==> config.mk <==
export PLATFORM = sky130hd
export DESIGN_NAME = block_reverse_k_group
export DESIGN_NICKNAME = d
export VERILOG_FILES = /design/src/design/brkg_pkg.sv /design/src/design/brkg_cell.sv /design/src/design/brkg_chain.sv /design/src/design/block_reverse_k_group.sv
export VERILOG_INCLUDE_DIRS = /design/src /design/src/design
export SDC_FILE = /design/constraint.sdc
export NUM_CORES = 1
export LEC_CHECK = 0
export ABC_AREA = 1
export BUFFER_PORTS_ARGS = -buffer_cell sky130_fd_sc_hd__buf_2
export CAP_MARGIN = 10
export CORE_ASPECT_RATIO = 0.75
export CORE_MARGIN = 5
export CORE_UTILIZATION = 25
export CTS_CLUSTER_DIAMETER = 80
export DETAILED_ROUTE_END_ITERATION = 12
export SETUP_SLACK_MARGIN = 0.05
export SYNTH_ARGS = -nofsm -noshare
export SYNTH_HDL_FRONTEND = slang
export SYNTH_SLANG_ARGS = --single-unit
==> constraint.sdc <==
create_clock -name i_clk -period 46.1 [get_ports i_clk]
set_input_delay 2.305 -clock i_clk [delete_from_list [all_inputs] [get_ports i_clk]]
set_output_delay 2.305 -clock i_clk [all_outputs]
set_load 0.01 [all_outputs]
==> src/design/block_reverse_k_group_defines.svh <==
// Assertion helpers used by the file that checks the group reversal logic.
`ifndef BLOCK_REVERSE_K_GROUP_DEFINES_SVH
`define BLOCK_REVERSE_K_GROUP_DEFINES_SVH

// Checked only while out of reset.
`define BRKG_ASSERT(lbl, prop, msg) \
    lbl: assert property (@(posedge i_clk) disable iff (!i_rst_n) prop) else $error(msg);

// Checked at every edge, reset included.
`define BRKG_ASSERT_ALWAYS(lbl, prop, msg) \
    lbl: assert property (@(posedge i_clk) prop) else $error(msg);

`endif

==> src/design/brkg_pkg.sv <==
package brkg_pkg;

    // Item value width and group size register width
    localparam int VALUE_W   = 32;
    localparam int CFG_W     = 5;
    localparam int MAX_GROUP = 16;

    localparam logic [CFG_W-1:0] CFG_RESET = CFG_W'(1);

    // Shift controls for the row of storage cells
    typedef struct packed {
        logic push;   // shift toward higher cells, new item into cell 0
        logic pop;    // shift toward cell 0
    } t_shift_ctl;

endpackage

==> src/design/brkg_cell.sv <==
module brkg_cell (
    input  logic                              i_clk,
    input  brkg_pkg::t_shift_ctl              i_ctl,
    input  logic [brkg_pkg::VALUE_W-1:0]      i_from_left,
    input  logic [brkg_pkg::VALUE_W-1:0]      i_from_right,
    output logic [brkg_pkg::VALUE_W-1:0]      o_value
);

    logic [brkg_pkg::VALUE_W-1:0] r_value;

    // One held item; takes the neighbor's item on a shift
    always_ff @(posedge i_clk) begin
        if (i_ctl.push) begin
            r_value <= i_from_left;
        end else if (i_ctl.pop) begin
            r_value <= i_from_right;
        end
    end

    assign o_value = r_value;

endmodule

==> src/design/brkg_chain.sv <==
module brkg_chain #(
    parameter int MAX_GROUP = brkg_pkg::MAX_GROUP,
    parameter int IW        = (MAX_GROUP > 1) ? $clog2(MAX_GROUP) : 1
) (
    input  logic                              i_clk,
    input  brkg_pkg::t_shift_ctl              i_ctl,
    input  logic [brkg_pkg::VALUE_W-1:0]      i_push_value,
    input  logic [IW-1:0]                     i_sel,
    output logic [brkg_pkg::VALUE_W-1:0]      o_head,
    output logic [brkg_pkg::VALUE_W-1:0]      o_sel_value
);

    logic [brkg_pkg::VALUE_W-1:0] w_cell [MAX_GROUP];

    // Row of cells: cell 0 holds the newest item, cell n-1 the oldest
    for (genvar g = 0; g < MAX_GROUP; g++) begin : g_cell
        logic [brkg_pkg::VALUE_W-1:0] w_left;
        logic [brkg_pkg::VALUE_W-1:0] w_right;

        if (g == 0) begin : g_first
            assign w_left = i_push_value;
        end else begin : g_inner
            assign w_left = w_cell[g-1];
        end

        if (g == MAX_GROUP - 1) begin : g_last
            assign w_right = w_cell[g];
        end else begin : g_mid
            assign w_right = w_cell[g+1];
        end

        brkg_cell u_cell (
            .i_clk        (i_clk),
            .i_ctl        (i_ctl),
            .i_from_left  (w_left),
            .i_from_right (w_right),
            .o_value      (w_cell[g])
        );
    end

    assign o_head      = w_cell[0];
    assign o_sel_value = w_cell[i_sel];

endmodule

==> src/design/block_reverse_k_group.sv <==
// Reverses a stream of signed 32-bit items in groups of group_size (1..MAX_GROUP; 0 acts as 1,
// larger values act as MAX_GROUP). Items are pushed into a row of cells; when a group is full
// it is sent newest first, and when tlast arrives on a short group the held items are sent
// oldest first. Intake stops while a burst drains: the cell row delivers one result per cycle
// while m_axis_tready accepts them, and intake resumes once the burst has left. m_axis_tlast
// marks the last result of a burst, m_axis_tuser marks the end of the whole sequence.
// group_size must be written only while the block is idle, a rule on the user that the block
// itself leaves unenforced.
`include "block_reverse_k_group_defines.svh"

module block_reverse_k_group #(
    parameter int MAX_GROUP = brkg_pkg::MAX_GROUP
) (
    input  logic                                i_clk,
    input  logic                                i_rst_n,
    // group size register write
    input  logic                                i_cfg_valid,
    output logic                                o_cfg_ready,
    input  logic [brkg_pkg::CFG_W-1:0]          i_cfg_data,
    // input items
    input  logic                                s_axis_tvalid,
    output logic                                s_axis_tready,
    input  logic [brkg_pkg::VALUE_W-1:0]        s_axis_tdata,  // [31:0] value
    input  logic                                s_axis_tlast,  // final_item
    // results
    output logic                                m_axis_tvalid,
    input  logic                                m_axis_tready,
    output logic [brkg_pkg::VALUE_W-1:0]        m_axis_tdata,  // [31:0] out_value
    output logic                                m_axis_tlast,  // run_end
    output logic                                m_axis_tuser   // sequence_end
);

    localparam int CW = $clog2(MAX_GROUP + 1);
    localparam int IW = (MAX_GROUP > 1) ? $clog2(MAX_GROUP) : 1;

    typedef enum logic [2:0] {
        S_COLLECT = 3'b001,
        S_REVERSE = 3'b010,
        S_FORWARD = 3'b100
    } t_state;

    t_state                         r_state, n_state;
    logic [CW-1:0]                  r_cnt, n_cnt;
    logic                           r_fin, n_fin;
    logic [brkg_pkg::CFG_W-1:0]     r_cfg;
    logic                           r_o_valid;
    logic [brkg_pkg::VALUE_W-1:0]   r_o_data;
    logic                           r_o_last;
    logic                           r_o_seq;

    logic [CW-1:0]                  w_k;
    logic [CW-1:0]                  w_cnt_inc;
    logic                           w_in_xfer;
    logic                           w_emit;
    logic                           w_emit_last;
    brkg_pkg::t_shift_ctl           w_ctl;
    logic [brkg_pkg::VALUE_W-1:0]   w_head;
    logic [brkg_pkg::VALUE_W-1:0]   w_sel_value;

    // Group size register
    assign o_cfg_ready = 1'b1;

    always_ff @(posedge i_clk) begin
        if (!i_rst_n) begin
            r_cfg <= brkg_pkg::CFG_RESET;
        end else if (i_cfg_valid) begin
            r_cfg <= i_cfg_data;
        end
    end

    // Effective group size, clamped to 1..MAX_GROUP
    always_comb begin
        if (r_cfg == '0) begin
            w_k = CW'(1);
        end else if (32'(r_cfg) > 32'(MAX_GROUP)) begin
            w_k = CW'(MAX_GROUP);
        end else begin
            w_k = CW'(r_cfg);
        end
    end

    assign s_axis_tready = (r_state == S_COLLECT);
    assign w_in_xfer     = s_axis_tvalid && s_axis_tready;
    assign w_cnt_inc     = r_cnt + CW'(1);
    assign w_emit        = (r_state != S_COLLECT) && (!r_o_valid || m_axis_tready);
    assign w_emit_last   = (r_cnt == CW'(1));

    // Cell row shifts: push on intake, pop while a reversed group drains
    assign w_ctl.push = w_in_xfer;
    assign w_ctl.pop  = w_emit && (r_state == S_REVERSE);

    brkg_chain #(
        .MAX_GROUP (MAX_GROUP),
        .IW        (IW)
    ) u_chain (
        .i_clk        (i_clk),
        .i_ctl        (w_ctl),
        .i_push_value (s_axis_tdata),
        .i_sel        (IW'(r_cnt - CW'(1))),
        .o_head       (w_head),
        .o_sel_value  (w_sel_value)
    );

    // Sequencer: collect, then drain a group reversed or in arrival order
    always_comb begin
        n_state = r_state;
        n_cnt   = r_cnt;
        n_fin   = r_fin;
        unique case (r_state)
            S_COLLECT: begin
                if (w_in_xfer) begin
                    n_cnt = w_cnt_inc;
                    n_fin = s_axis_tlast;
                    if (w_cnt_inc >= w_k) begin
                        n_state = S_REVERSE;
                    end else if (s_axis_tlast) begin
                        n_state = S_FORWARD;
                    end
                end
            end
            S_REVERSE, S_FORWARD: begin
                if (w_emit) begin
                    n_cnt = r_cnt - CW'(1);
                    if (w_emit_last) begin
                        n_state = S_COLLECT;
                    end
                end
            end
            default: begin
                n_state = S_COLLECT;
                n_cnt   = '0;
            end
        endcase
    end

    always_ff @(posedge i_clk) begin
        if (!i_rst_n) begin
            r_state <= S_COLLECT;
            r_cnt   <= '0;
            r_fin   <= 1'b0;
        end else begin
            r_state <= n_state;
            r_cnt   <= n_cnt;
            r_fin   <= n_fin;
        end
    end

    // Output register
    always_ff @(posedge i_clk) begin
        if (!i_rst_n) begin
            r_o_valid <= 1'b0;
        end else if (w_emit) begin
            r_o_valid <= 1'b1;
        end else if (m_axis_tready) begin
            r_o_valid <= 1'b0;
        end
    end

    always_ff @(posedge i_clk) begin
        if (w_emit) begin
            r_o_data <= (r_state == S_REVERSE) ? w_head : w_sel_value;
            r_o_last <= w_emit_last;
            r_o_seq  <= w_emit_last && r_fin;
        end
    end

    assign m_axis_tvalid = r_o_valid;
    assign m_axis_tdata  = r_o_data;
    assign m_axis_tlast  = r_o_last;
    assign m_axis_tuser  = r_o_seq;

    // Checks
    `BRKG_ASSERT(a_drain_nonempty, (r_state != S_COLLECT) |-> (r_cnt != '0), "drain with no items held")
    `BRKG_ASSERT(a_collect_room, (r_state == S_COLLECT) |-> (32'(r_cnt) < 32'(MAX_GROUP)), "cell row full while collecting")
    `BRKG_ASSERT(a_seq_on_last, (m_axis_tvalid && m_axis_tuser) |-> m_axis_tlast, "sequence end off a run end")
    `BRKG_ASSERT_ALWAYS(a_no_intake_drain, (s_axis_tready && i_rst_n) |-> (r_state == S_COLLECT), "intake while draining")

endmodule

==> impl_metrics.py <==
metrics = {
    "status": {
        "status": "finished clean",
    },
    "min_path": {
        "hp-start": "r_fin",
        "min_path_type": "reg -> reg",
        "hold-path-endpoint": "r_fin",
        "holdPathStages": 2,
    },
    "cts": {
        "clockBufferDepth": 3,
        "htree_levels": 2,
        "cts_resized": 0,
        "path_clk_slew_ns": 0.06,
        "cts_hold_buf": 0,
        "root_buffer": "clkbuf_16",
        "clkSinkCount": 561,
        "cts_buffers": 52,
        "cts_tree": "built",
        "insertion_delay_ns": 0.60,
        "post_cts_buffers": 0,
    },
    "placed_design": {
        "place_congestion": 0.739,
        "place.port_buffers": 78,
        "dp_hpwl_um": 34900,
    },
    "synth": {
        "ys.flop_type": "edfxtp_1",
        "synthTopCellsByArea": "edfxtp_1 57%, nand2_1 23%, nand3_1 6.0%",
        "synth-edff-count": 546,
        "syn_area_per_cell_um2": 8.55,
        "yosysWarnings": 0,
        "synth_commonest_cells": "1753 x nand2_1, 546 x edfxtp_1, 343 x nand3_1, 156 x buf_2, 142 x o21ai_0",
        "ys_seq_elements": 561,
        "postSynthCellCount": 3343,
        "synth_nets": 3394,
        "yosysTopAreaCell": "edfxtp_1",
        "yosysSeqAreaShare": 0.584,
        "ys_async_sr_fraction": 0,
        "netlist_area_um2": 28600,
        "yosysTopAreaCellShare": 0.573,
        "post_synth_num_cell_types": 28,
        "synth.most_common_cell": "nand2_1",
    },
    "critical_path": {
        "reg2reg_from": "r_state[0]",
        "crit_required_ns": 46.32,
        "endpoint_kind": "flip-flop",
        "path_max_fanout": 155,
        "cp-start-kind": "input port",
        "reg2reg_depth": 9,
        "timing.rr.end": "u_chain.g_cell[1].u_cell.o_value[22]",
        "path_class": "in -> reg",
        "crit_path_max_incr_delay_ns": 0.85,
        "cp_data_arrival_time_ns": 6.13,
        "r2r_setup_slack_ns": 41.39,
        "slowest_stage": "buf_4",
        "cp_common_cell": "buf_4",
        "crit_chain": "buf_2, inv_1, nor2_4, inv_8, o21ai_4, buf_4, buf_4, buf_4",
    },
    "global_routing": {
        "grt_use_total": 0.108,
        "grt_max_degree": 237,
        "grt_overflow_total": 0,
        "grt_pass1_vias": 20400,
        "grt_pass1_wl_um": 110000,
        "grt_antenna_before_repair": 0,
    },
    "route": {
        "drcViolationCount": 0,
        "drt_first_pass_iters": 5,
        "vias_per_cell": 4.52,
        "drt_wl_total_um": 68100,
        "vias": 21900,
        "initialDrtViolationCount": 2132,
        "avgRoutedWirePerCell_um": 14.1,
        "drtAntennaViolNets": 0,
    },
    "pwr": {
        "ir_drop_uv": 55.6,
        "power_leakage_uw": 0.0132,
        "powerDensity_nw_per_um2": 80.7,
    },
    "timing": {
        "setup_viol": 0,
        "rsz0062_at_grt": "false",
        "slew_violations": 0,
        "worstMarginPinSlew_ns": 1.31,
        "period_share": 0.128,
        "hold_viol": 0,
        "tns_ns": 0,
        "min_period_ns": 5.91,
        "worst_slew_margin_rel": 0.128,
        "hold_slack_ns": 0.454,
        "fmax_mhz": 169,
        "fin_skew_ns": 0.0120,
    },
    "final_layout": {
        "antenna_cells": 0,
        "layout.nets": 3327,
        "post-route-util": 0.279,
        "drive_above_1_share": 0.0616,
        "area_delta_synth_final_pct": 10.8,
        "num-fill-cells": 12200,
    },
    "floorplanning": {
        "die_x_um": 401,
        "rows": 107,
        "dieHeight_um": 303,
        "placeableCoreArea_um2": 114000,
        "start_util": 0.252,
        "pin_count": 80,
        "die-area_um2": 121000,
    },
    "job": {
        "maxCapViolCount": 0,
    },
}
flip-flops by register name, indices dropped and copies added (netlist names):
signal / cells
r_fin: 1
r_cnt: 5
m_axis_tuser: 1
m_axis_tvalid: 1
m_axis_tlast: 1
m_axis_tdata: 32
r_state: 3
r_cfg: 5
u_chain.g_cell.u_cell.o_value: 512
per-stage QoR:
stage,worst slack [ns],power (µW),cells,area [µm²]
final,40.19,2560,4840,31700
after floorplan,8.26,2040,3343,28600
after detailed placement,39.44,2140,4748,30000
after global routing,39.83,2770,4840,31700
after CTS,40.06,2580,4840,31700
after global placement,39.47,2120,4748,30000
layout by cell type, fill, tap and decap left out:
master	count
ha_4	1
nor2_1	45
o21ai_1	39
clkinv_8	1
o21ai_0	141
ha_1	7
xor2_4	2
clkinvlp_4	1
dfxtp_4	1
xnor2_4	1
or4_1	1
inv_2	4
xor2_1	3
buf_4	18
a21boi_1	32
buf_2	78
o21ai_4	1
a21oi_1	75
nor2_4	1
conb_1	1
clkbuf_1	17
nand3_1	342
nor2_2	1
a31oi_1	2
nand4_1	1
inv_8	2
buf_12	4
clkbuf_16	53
clkinv_1	7
clkinv_2	6
inv_1	84
bufinv_16	5
nand2_1	1753
edfxtp_1	546
nand3_2	21
clkbuf_8	2
dfxtp_1	14
inv_6	1
power breakdown:
part	internal (µW)	switching (µW)
Combinational	313	741
Clock	242	194
Sequential	919	149
per-layer routing:
layer | global-route usage | wire (µm)
met5 | 0 | 0
met4 | 0.0172 | 912
met3 | 0.0184 | 3990
met2 | 0.169 | 29400
met1 | 0.159 | 33800
cells by family after synthesis:
kind of cell	share of synthesized area
AND/OR/NAND/NOR	0.304
flip-flops	0.584
buffers and inverters	0.0518
AO/OA/AOI/OAI	0.0536
adder cells (fa/ha/maj)	0.00350
XOR/XNOR	0.00302
other	0.000131
worst max path at each step:
| stage | slack, ns | endpoint | depth (start not counted) | start |
|---|---|---|---|---|
| 6_report | 40.19 | u_chain.g_cell[1].u_cell.o_value[22] | 8 | s_axis_tvalid |
| 5_1_grt | 39.83 | u_chain.g_cell[1].u_cell.o_value[22] | 8 | s_axis_tvalid |
| 4_1_cts | 40.06 | u_chain.g_cell[5].u_cell.o_value[22] | 8 | s_axis_tvalid |
| 3_5_place_dp | 39.44 | u_chain.g_cell[2].u_cell.o_value[22] | 8 | s_axis_tvalid |
| 3_3_place_gp | 39.47 | u_chain.g_cell[4].u_cell.o_value[22] | 8 | s_axis_tvalid |
| 2_1_floorplan | 8.26 | u_chain.g_cell[0].u_cell.o_value[0] | 4 | m_axis_tready |
worst max-delay path: cells and delay by family:
| kind | cells | cell delay [ns] |
|---|---|---|
| compound gates | 1 | 0.29 |
| buf+inv | 6 | 3.02 |
| simple gates | 1 | 0.45 |
final cells by class:
| type | instances | area, µm² | area share |
|---|---|---|---|
| Tap cell | 1526 | 1910 | 0.0602 |
| Timing Repair Buffer | 100 | 606 | 0.0191 |
| Inverter | 91 | 362 | 0.0114 |
| Sequential cell | 561 | 16700 | 0.527 |
| Clock buffer | 72 | 1420 | 0.0447 |
| Multi-Input combinational cell | 2470 | 10500 | 0.330 |
| Clock inverter | 20 | 230 | 0.00726 |
Note: power is estimated with default switching activity, not from simulation.
